### src/hw/rtl/assert_macros.svh
`ifndef ASSERT_MACROS_SVH
`define ASSERT_MACROS_SVH

// Check a property at every rising edge of clk, held off while in reset.
`define ASSERT_CLK(lbl, prop, msg) \
    lbl: assert property (@(posedge clk) disable iff (!rst_n) (prop)) else $error(msg);

// Check that a condition never holds at a rising edge of clk outside reset.
`define ASSERT_NEVER(lbl, cond, msg) \
    lbl: assert property (@(posedge clk) disable iff (!rst_n) !(cond)) else $error(msg);

`endif

### src/hw/rtl/ptrd_pkg.sv
package ptrd_pkg;

    localparam int NUM_TASKS = 8;
    localparam int TASK_ID_W = 4;
    localparam int TIME_W    = 16;
    localparam int CMD_W     = 3;
    localparam int KIND_W    = 3;
    localparam int STATE_W   = 2;
    localparam int S_TDATA_W = 40;
    localparam int M_TDATA_W = 8;

    typedef enum logic [CMD_W-1:0] {
        CMD_TICK     = 3'd0,
        CMD_SCHEDULE = 3'd1,
        CMD_DONE     = 3'd2,
        CMD_READ     = 3'd3,
        CMD_LOAD     = 3'd4
    } cmd_t;

    typedef enum logic [KIND_W-1:0] {
        KIND_ACK       = 3'd0,
        KIND_DISPATCH  = 3'd1,
        KIND_CLEARED   = 3'd2,
        KIND_PASS_DONE = 3'd3,
        KIND_READ      = 3'd4
    } kind_t;

    typedef enum logic [STATE_W-1:0] {
        ST_SUSPENDED = 2'd0,
        ST_READY     = 2'd1,
        ST_RUNNING   = 2'd2,
        ST_OVERTIME  = 2'd3
    } task_state_t;

    typedef struct packed {
        logic tick;
        logic load;
        logic done;
        logic start;
        logic adv;
    } cell_ctrl_t;

    typedef struct packed {
        task_state_t status;
        logic        tok;
        logic        fwd;
    } cell_stat_t;

endpackage

### src/hw/rtl/ptrd_cell.sv
module ptrd_cell
    import ptrd_pkg::*;
(
    input  logic              clk,
    input  logic              rst_n,
    input  cell_ctrl_t        ctrl,
    input  logic [TIME_W-1:0] period,
    input  logic [TIME_W-1:0] deadline,
    input  logic              fwd_in,
    output cell_stat_t        stat
);

    logic [TIME_W-1:0] per_reg, per_next;
    logic [TIME_W-1:0] dl_reg, dl_next;
    logic [TIME_W-1:0] cd_reg, cd_next;
    logic [TIME_W-1:0] el_reg, el_next;
    task_state_t       st_reg, st_next;
    logic              tok_reg, tok_next;

    logic [TIME_W-1:0] el_inc;
    logic [TIME_W-1:0] cd_dec;
    logic [TIME_W-1:0] per_ld;
    logic [TIME_W-1:0] el_t;
    task_state_t       st_t;

    always_comb
    begin
        el_inc = (el_reg == '1) ? el_reg : el_reg + TIME_W'(1);
        cd_dec = cd_reg - TIME_W'(1);
        per_ld = (period == '0) ? TIME_W'(1) : period;

        per_next = per_reg;
        dl_next  = dl_reg;
        cd_next  = cd_reg;
        el_next  = el_reg;
        st_next  = st_reg;
        tok_next = tok_reg;
        st_t     = st_reg;
        el_t     = el_reg;

        if (ctrl.tick)
        begin
            if (st_reg == ST_READY || st_reg == ST_RUNNING)
            begin
                el_t = el_inc;
                if (el_inc >= dl_reg)
                begin
                    st_t = ST_OVERTIME;
                end
            end
            if (cd_dec == '0)
            begin
                cd_next = per_reg;
                el_t    = '0;
                if (st_t != ST_OVERTIME)
                begin
                    st_t = ST_READY;
                end
            end
            else
            begin
                cd_next = cd_dec;
            end
            st_next = st_t;
            el_next = el_t;
        end

        if (ctrl.load)
        begin
            per_next = per_ld;
            dl_next  = deadline;
            cd_next  = per_ld;
            el_next  = '0;
            st_next  = ST_SUSPENDED;
        end

        if (ctrl.done && st_reg == ST_RUNNING)
        begin
            st_next = ST_SUSPENDED;
        end

        if (ctrl.start)
        begin
            tok_next = 1'b1;
        end
        else if (ctrl.adv)
        begin
            tok_next = fwd_in;
            if (tok_reg)
            begin
                case (st_reg)
                    ST_READY:    st_next = ST_RUNNING;
                    ST_OVERTIME: st_next = ST_SUSPENDED;
                    default:     st_next = st_reg;
                endcase
            end
        end
    end

    always_ff @(posedge clk or negedge rst_n)
    begin
        if (!rst_n)
        begin
            per_reg <= '1;
            dl_reg  <= '1;
            cd_reg  <= '1;
            el_reg  <= '0;
            st_reg  <= ST_SUSPENDED;
            tok_reg <= 1'b0;
        end
        else
        begin
            per_reg <= per_next;
            dl_reg  <= dl_next;
            cd_reg  <= cd_next;
            el_reg  <= el_next;
            st_reg  <= st_next;
            tok_reg <= tok_next;
        end
    end

    assign stat.status = st_reg;
    assign stat.tok    = tok_reg;
    assign stat.fwd    = tok_reg && (st_reg != ST_OVERTIME);

endmodule

### src/hw/rtl/periodic_task_release_deadline_monitor_core.sv
// Tick-driven task monitor: a row of NUM_TASKS cells, one per task, each holding that task's
// period, deadline, release countdown, elapsed count and state. Tick, done, read, load and
// unknown commands give one result each; all cells age in parallel on a tick.
// A schedule pass walks a token down the cell row one cell per cycle unless a waiting result
// is stalled: the token enters the first cell with the accepted transaction, visits each
// cell in turn, and the pass-done result follows the last cell. A pass that meets an overtime
// task ends there. It gives one result per dispatched task and a final pass-done or
// overtime-cleared result.
// No new transaction is taken while a pass runs. A registered output stage sits on the
// result side, so the next transaction is taken in the same cycle a waiting result leaves.
`include "assert_macros.svh"

module periodic_task_release_deadline_monitor_core
    import ptrd_pkg::*;
(
    input  logic                 clk,
    input  logic                 rst_n,
    input  logic                 s_tvalid,
    output logic                 s_tready,
    input  logic [S_TDATA_W-1:0] s_tdata,   // task_id[3:0], period[19:4], deadline[35:20]
    input  logic [CMD_W-1:0]     s_tuser,   // cmd[2:0]
    output logic                 m_tvalid,
    input  logic                 m_tready,
    output logic [M_TDATA_W-1:0] m_tdata,   // result_task[3:0], task_state[5:4], overtime_seen[6]
    output logic [KIND_W-1:0]    m_tuser,   // kind[2:0]
    output logic                 m_tlast
);

    logic [TASK_ID_W-1:0] in_id;
    logic [TIME_W-1:0]    in_period;
    logic [TIME_W-1:0]    in_deadline;
    logic [CMD_W-1:0]     in_cmd;

    assign in_id       = s_tdata[TASK_ID_W-1:0];
    assign in_period   = s_tdata[TASK_ID_W +: TIME_W];
    assign in_deadline = s_tdata[TASK_ID_W+TIME_W +: TIME_W];
    assign in_cmd      = s_tuser;

    logic                 busy_reg, busy_next;
    logic                 tok_end_reg, tok_end_next;
    logic                 m_valid_reg, m_valid_next;
    kind_t                m_kind_reg, m_kind_next;
    logic [TASK_ID_W-1:0] m_task_reg, m_task_next;
    task_state_t          m_state_reg, m_state_next;
    logic                 m_ot_reg, m_ot_next;
    logic                 m_last_reg, m_last_next;

    logic       accept;
    logic       adv;
    logic       start;
    cell_ctrl_t ctrl [NUM_TASKS];
    cell_stat_t stat [NUM_TASKS];
    logic [NUM_TASKS-1:0] tok_vec;

    logic                 hit_disp;
    logic                 hit_clr;
    logic [TASK_ID_W-1:0] hit_idx;
    task_state_t          sel_state;

    assign s_tready = !busy_reg && (!m_valid_reg || m_tready);
    assign accept   = s_tvalid && s_tready;
    assign adv      = busy_reg && (!m_valid_reg || m_tready);
    assign start    = accept && (in_cmd == CMD_SCHEDULE);

    genvar g;
    generate
        for (g = 0; g < NUM_TASKS; g++)
        begin : g_cell
            logic fwd_in;
            logic sel;

            assign sel = (in_id == TASK_ID_W'(g));
            assign ctrl[g].tick  = accept && (in_cmd == CMD_TICK);
            assign ctrl[g].load  = accept && (in_cmd == CMD_LOAD) && sel;
            assign ctrl[g].done  = accept && (in_cmd == CMD_DONE) && sel;
            assign ctrl[g].start = (g == 0) ? start : 1'b0;
            assign ctrl[g].adv   = adv;
            assign tok_vec[g]    = stat[g].tok;

            if (g == 0)
            begin : g_head
                assign fwd_in = 1'b0;
            end
            else
            begin : g_body
                assign fwd_in = stat[g-1].fwd;
            end

            ptrd_cell u_cell (
                .clk      (clk),
                .rst_n    (rst_n),
                .ctrl     (ctrl[g]),
                .period   (in_period),
                .deadline (in_deadline),
                .fwd_in   (fwd_in),
                .stat     (stat[g])
            );
        end
    endgenerate

    always_comb
    begin
        hit_disp  = 1'b0;
        hit_clr   = 1'b0;
        hit_idx   = '0;
        sel_state = ST_SUSPENDED;
        for (int i = 0; i < NUM_TASKS; i++)
        begin
            if (stat[i].tok && stat[i].status == ST_READY)
            begin
                hit_disp = 1'b1;
                hit_idx  = TASK_ID_W'(i);
            end
            if (stat[i].tok && stat[i].status == ST_OVERTIME)
            begin
                hit_clr = 1'b1;
                hit_idx = TASK_ID_W'(i);
            end
            if (in_id == TASK_ID_W'(i))
            begin
                sel_state = stat[i].status;
            end
        end
    end

    always_comb
    begin
        busy_next    = busy_reg;
        tok_end_next = tok_end_reg;
        m_valid_next = m_valid_reg && !m_tready;
        m_kind_next  = m_kind_reg;
        m_task_next  = m_task_reg;
        m_state_next = m_state_reg;
        m_ot_next    = m_ot_reg;
        m_last_next  = m_last_reg;

        if (accept)
        begin
            m_valid_next = 1'b1;
            m_kind_next  = KIND_ACK;
            m_task_next  = '0;
            m_state_next = ST_SUSPENDED;
            m_ot_next    = 1'b0;
            m_last_next  = 1'b1;
            case (in_cmd)
                CMD_SCHEDULE:
                begin
                    m_valid_next = 1'b0;
                    busy_next    = 1'b1;
                    tok_end_next = 1'b0;
                end
                CMD_DONE:
                begin
                    m_task_next  = in_id;
                    m_state_next = (sel_state == ST_RUNNING) ? ST_SUSPENDED : sel_state;
                end
                CMD_READ:
                begin
                    m_kind_next  = KIND_READ;
                    m_task_next  = in_id;
                    m_state_next = sel_state;
                end
                CMD_LOAD:
                begin
                    m_task_next = in_id;
                end
                default:
                begin
                    m_task_next = '0;
                end
            endcase
        end
        else if (adv)
        begin
            tok_end_next = stat[NUM_TASKS-1].fwd;
            if (hit_clr)
            begin
                m_valid_next = 1'b1;
                m_kind_next  = KIND_CLEARED;
                m_task_next  = hit_idx;
                m_state_next = ST_SUSPENDED;
                m_ot_next    = 1'b1;
                m_last_next  = 1'b1;
                busy_next    = 1'b0;
            end
            else if (hit_disp)
            begin
                m_valid_next = 1'b1;
                m_kind_next  = KIND_DISPATCH;
                m_task_next  = hit_idx;
                m_state_next = ST_RUNNING;
                m_ot_next    = 1'b0;
                m_last_next  = 1'b0;
            end
            else if (tok_end_reg)
            begin
                m_valid_next = 1'b1;
                m_kind_next  = KIND_PASS_DONE;
                m_task_next  = '0;
                m_state_next = ST_SUSPENDED;
                m_ot_next    = 1'b0;
                m_last_next  = 1'b1;
                busy_next    = 1'b0;
            end
        end
    end

    always_ff @(posedge clk or negedge rst_n)
    begin
        if (!rst_n)
        begin
            busy_reg    <= 1'b0;
            tok_end_reg <= 1'b0;
            m_valid_reg <= 1'b0;
            m_kind_reg  <= KIND_ACK;
            m_task_reg  <= '0;
            m_state_reg <= ST_SUSPENDED;
            m_ot_reg    <= 1'b0;
            m_last_reg  <= 1'b0;
        end
        else
        begin
            busy_reg    <= busy_next;
            tok_end_reg <= tok_end_next;
            m_valid_reg <= m_valid_next;
            m_kind_reg  <= m_kind_next;
            m_task_reg  <= m_task_next;
            m_state_reg <= m_state_next;
            m_ot_reg    <= m_ot_next;
            m_last_reg  <= m_last_next;
        end
    end

    assign m_tvalid = m_valid_reg;
    assign m_tuser  = m_kind_reg;
    assign m_tlast  = m_last_reg;
    assign m_tdata  = {1'b0, m_ot_reg, m_state_reg, m_task_reg};

    `ASSERT_CLK(a_one_token, busy_reg |-> $onehot({tok_end_reg, tok_vec}), "pass token lost or duplicated")
    `ASSERT_CLK(a_no_stray_token, !busy_reg |-> ({tok_end_reg, tok_vec} == '0), "token outside a pass")
    `ASSERT_CLK(a_pass_starts_at_head, $rose(busy_reg) |-> tok_vec[0], "pass did not start at first cell")
    `ASSERT_CLK(a_pass_ends_on_last, $fell(busy_reg) |-> (m_valid_reg && m_last_reg), "pass ended without final result")

endmodule

### config.mk
export PLATFORM = sky130hd
export DESIGN_NAME = periodic_task_release_deadline_monitor_core
export DESIGN_NICKNAME = d
export VERILOG_FILES = /design/src/hw/rtl/ptrd_pkg.sv /design/src/hw/rtl/ptrd_cell.sv /design/src/hw/rtl/periodic_task_release_deadline_monitor_core.sv
export VERILOG_INCLUDE_DIRS = /design/src /design/src/hw/rtl
export SDC_FILE = /design/constraint.sdc
export NUM_CORES = 2
export LEC_CHECK = 0
export BUFFER_PORTS_ARGS = -buffer_cell sky130_fd_sc_hd__buf_4
export CAP_MARGIN = 20
export CORE_ASPECT_RATIO = 1.1
export CORE_MARGIN = 5
export CORE_UTILIZATION = 28
export CTS_CLUSTER_DIAMETER = 50
export CTS_CLUSTER_SIZE = 10
export DETAILED_ROUTE_END_ITERATION = 6
export PLACE_DENSITY_LB_ADDON = 0.05
export RECOVER_POWER = 25
export SYNTH_ARGS = -nofsm -noshare
export SYNTH_HDL_FRONTEND = slang
export SYNTH_SLANG_ARGS = --single-unit
### constraint.sdc
create_clock -name clk -period 3.8 [get_ports clk]
set_clock_uncertainty 0.1 [all_clocks]
set_input_delay 0.19 -clock clk [delete_from_list [all_inputs] [get_ports clk]]
set_output_delay 0.19 -clock clk [all_outputs]
set_load 0.02 [all_outputs]
==> results.md <==
- Status: finished, violations left
- Failing checks: max-capacitance violations, max-slew violations
- Area Growth Syn to Fin: 20.8%
- Mapped Nets: 4064
- Worst slew pin tran: 2.36 ns
- Largest net degree at the start of global routing: 78
- Maximum clock rate: 274 MHz
- Overflow after GRT: 0
- Max_slew headroom: -57.6%
- Power consumption: 24.1 mW
- Routed wl met3: 4.06 mm
- CTS tree: yes
- Sum of negative setup slack: 0 ns
- FF+latch count, synth: 550
- Top-area cell type share of the netlist area: 30.5%
- Initial antenna violation count: 3
- Slew Viols, Final: 76
- Clk Tree Root Cell: clkbuf_16
- Clock Tree Buf Depth: 3
- Post-synth cell types: 88
- Core area: 118000 um^2
- DRT iter0 DRCs: 1511
- TritonCTS buffer count: 94
- Main flop type after synthesis: dfstp_2
- Yosys top cell by area: dfstp_2
- GRT Total Usage: 18.3%
- Leakage power: 18.5 nW
- Vias/cell: 5.03
- Global-route wire length before repair: 178 mm
- Die H: 371 um
- Post-route clock period utilization: 96.1%
- RSZ-0062 raised after global routing: yes
- WL/cell: 20.3 um
- Path type of the worst setup path: reg2reg
- Final wirelength: 115 mm
- Routability cong.: 0.777
- # rows: 132
- Residual DRC count: 0
- Final setup violation count: 0
- Antenna diodes: 0
- Sequential share of the synthesized area: 43.0%
- Number of global-route vias before repair: 28500
- Antenna Nets Post-Route: 0
- Crit-path max FO: 2
- Startpoint types: flop
- DP HPWL: 78.2 mm
- Worst-path clk slew: 0.06 ns
- Depth of the CTS H-tree: 3
- Dominant cells by area after synthesis: dfstp_2 (30%), dfrtp_1 (13%), nand2_1 (8.8%)
- Hold_ws: 0.323 ns
- Max Cap Violations: 1
- PwrDens: 602 nW/um^2
- Worst endpoint required time: 4.26 ns
- Post-synth EDFFs: 0
- Synthesized cell area: 33100 um^2
- Peak supply drop: 0.000305 V
- Clock Sinks: 550
- Die ar.: 125000 um^2
- M1 wire length: 55.2 mm
- Pre-CTS WS: -0.0285 ns
- HP Class: in2reg
- CP endpoint kind: flop
- Layout Nets: 4241
- Post-synth ARST share: 100%
- I/O pins: 61
- Initial Utilization: 28.1%
- Worst skew pair latency: 0.68 ns
- Via count: 28300
- Mean Syn Cell Area: 8.61 um^2
- Syn Inst Count: 3841
- Min cycle time layout: 3.65 ns
- Share of layout cells above drive strength 1: 21.5%
- Die X: 338 um
- WP data arrival: 4.11 ns
- Fin. Hold Viols: 0
- Worst setup margin: 0.148 ns
- Port bufs: 55
- Metal2 WL: 53.3 mm
- Drt first pass iters: 5
- Top layer reached by signal wires: met4
- Yosys warnings: 0
[final timing paths]
check                                               end  slack (ns)                         from  cells after the start
max                          g_cell[7].u_cell.st_reg[0]        0.15   g_cell[7].u_cell.el_reg[1]                     17
min                        g_cell[0].u_cell.per_reg[10]        0.32                  s_tdata[14]                      4
max reg2reg                  g_cell[7].u_cell.st_reg[0]        0.15   g_cell[7].u_cell.el_reg[1]                     17
min reg2reg                  g_cell[7].u_cell.cd_reg[3]        0.35  g_cell[7].u_cell.per_reg[3]                      2
max in group asynchronous   g_cell[7].u_cell.el_reg[10]        0.61                        rst_n                      3
min in group asynchronous                   tok_end_reg        0.72                        rst_n                      2
[per-layer routing]
metal / GRT usage (%) / vias to the layer above
met5: 0 / -
met4: 4.46 / 0
met3: 2.33 / 125
met2: 30.2 / 416
met1: 25.4 / 13800
li1: - / 14000
[Yosys cell counts, types with 15 or more instances]
library cell and n:
a21o_1 95, a21oi_1 173, a22o_1 76, a31oi_1 23, and2_1 20, and3_1 38, clkbuf_1 174, dfrtp_1 166
dfstp_2 384, ha_1 176, inv_1 199, mux2i_1 15, nand2_1 777, nand2b_1 35, nand3_1 109, nand3b_1 15
nand4_1 65, nor2_1 230, nor2b_1 20, nor3_1 82, nor4_1 32, nor4b_1 16, o211ai_1 37, o21a_1 19
o21ai_0 355, o311ai_0 24, o31ai_1 34, o41ai_1 19, or2_2 17, or3_1 39, or4_1 20, xnor2_1 72
xor2_1 34
[final cells by class]
cell class	count	area [um^2]
fillers	12200	77600
multi-input cells	2875	17400
flip-flops and latches	550	14200
clock buffers	118	2550
repair buffers	298	2430
well taps	1541	1930
inverters	199	747
clock inverters	53	673
[critical path, stage by stage, from the launching register on]
cell and delay, ns:
dfrtp_1 0.34, ha_2 0.18, and3_4 0.19, and3_4 0.19, nand3_2 0.08, or2_4 0.26, and3_4 0.17, and3_4 0.18
xor2_2 0.15, ha_1 0.29, a21o_1 0.17, a21o_1 0.18, a2111oi_2 0.35, nor3_1 0.09, nor3_1 0.17, o32a_1 0.22
a21oi_1 0.08, a21o_1 0.17
[what timing repair did]
item | in CTS | in global routing
pin swaps | 6 | 8
endpoints found under the setup margin | 2 | 15
endpoints found under the hold margin | 490 | 0
hold buffers | 45 | 0
buffers inserted | 1 | 1
gates cloned | 0 | 0
gates resized for setup | 5 | 23
[layout by cell type (no fill, tap or decap), types with 21 or more instances in the layout]
master         instances
a22o_1                76
nand2_1              776
clkbuf_16             96
nand2b_1              35
dfstp_2              384
nor3_1                76
o31ai_1               34
a31oi_1               23
a21o_1                95
nor2_1               223
inv_1                199
and3_1                32
buf_4                233
a21oi_1              171
dfrtp_1              166
o311ai_0              23
nor4_1                28
or3_1                 37
dlygate4sd3_1         45
nand4_1               65
ha_1                 175
nand3_1              108
xor2_1                33
xnor2_1               72
clkbuf_1              21
o211ai_1              37
o21ai_0              355
[per-stage QoR]
step	std cells	area, um^2	util (%)
after floorplan	3841	33100	-
after global placement	5415	36300	30.8
after detailed placement	5416	36300	30.8
after CTS	5633	40000	34.0
after global routing	5634	40000	34.0
final	5634	40000	34.0
[power by group]
group | switching (mW) | internal (mW)
clock network | 3.24 | 5.65
logic | 3.75 | 2.64
registers | 1.23 | 7.56
[kinds of logic after synthesis]
kind of cell	after synthesis	synth area share (%)
AOI/OAI and AO/OA	1000	19.6
xor gates and xnor gates	106	2.81
adders and majority gates	176	6.66
buffers and inverters	416	5.00
DFF	550	43.0
muxes	26	0.930
other	1	0.0113
and+or+nand+nor	1566	22.0
(Power assumes the default switching activity.)
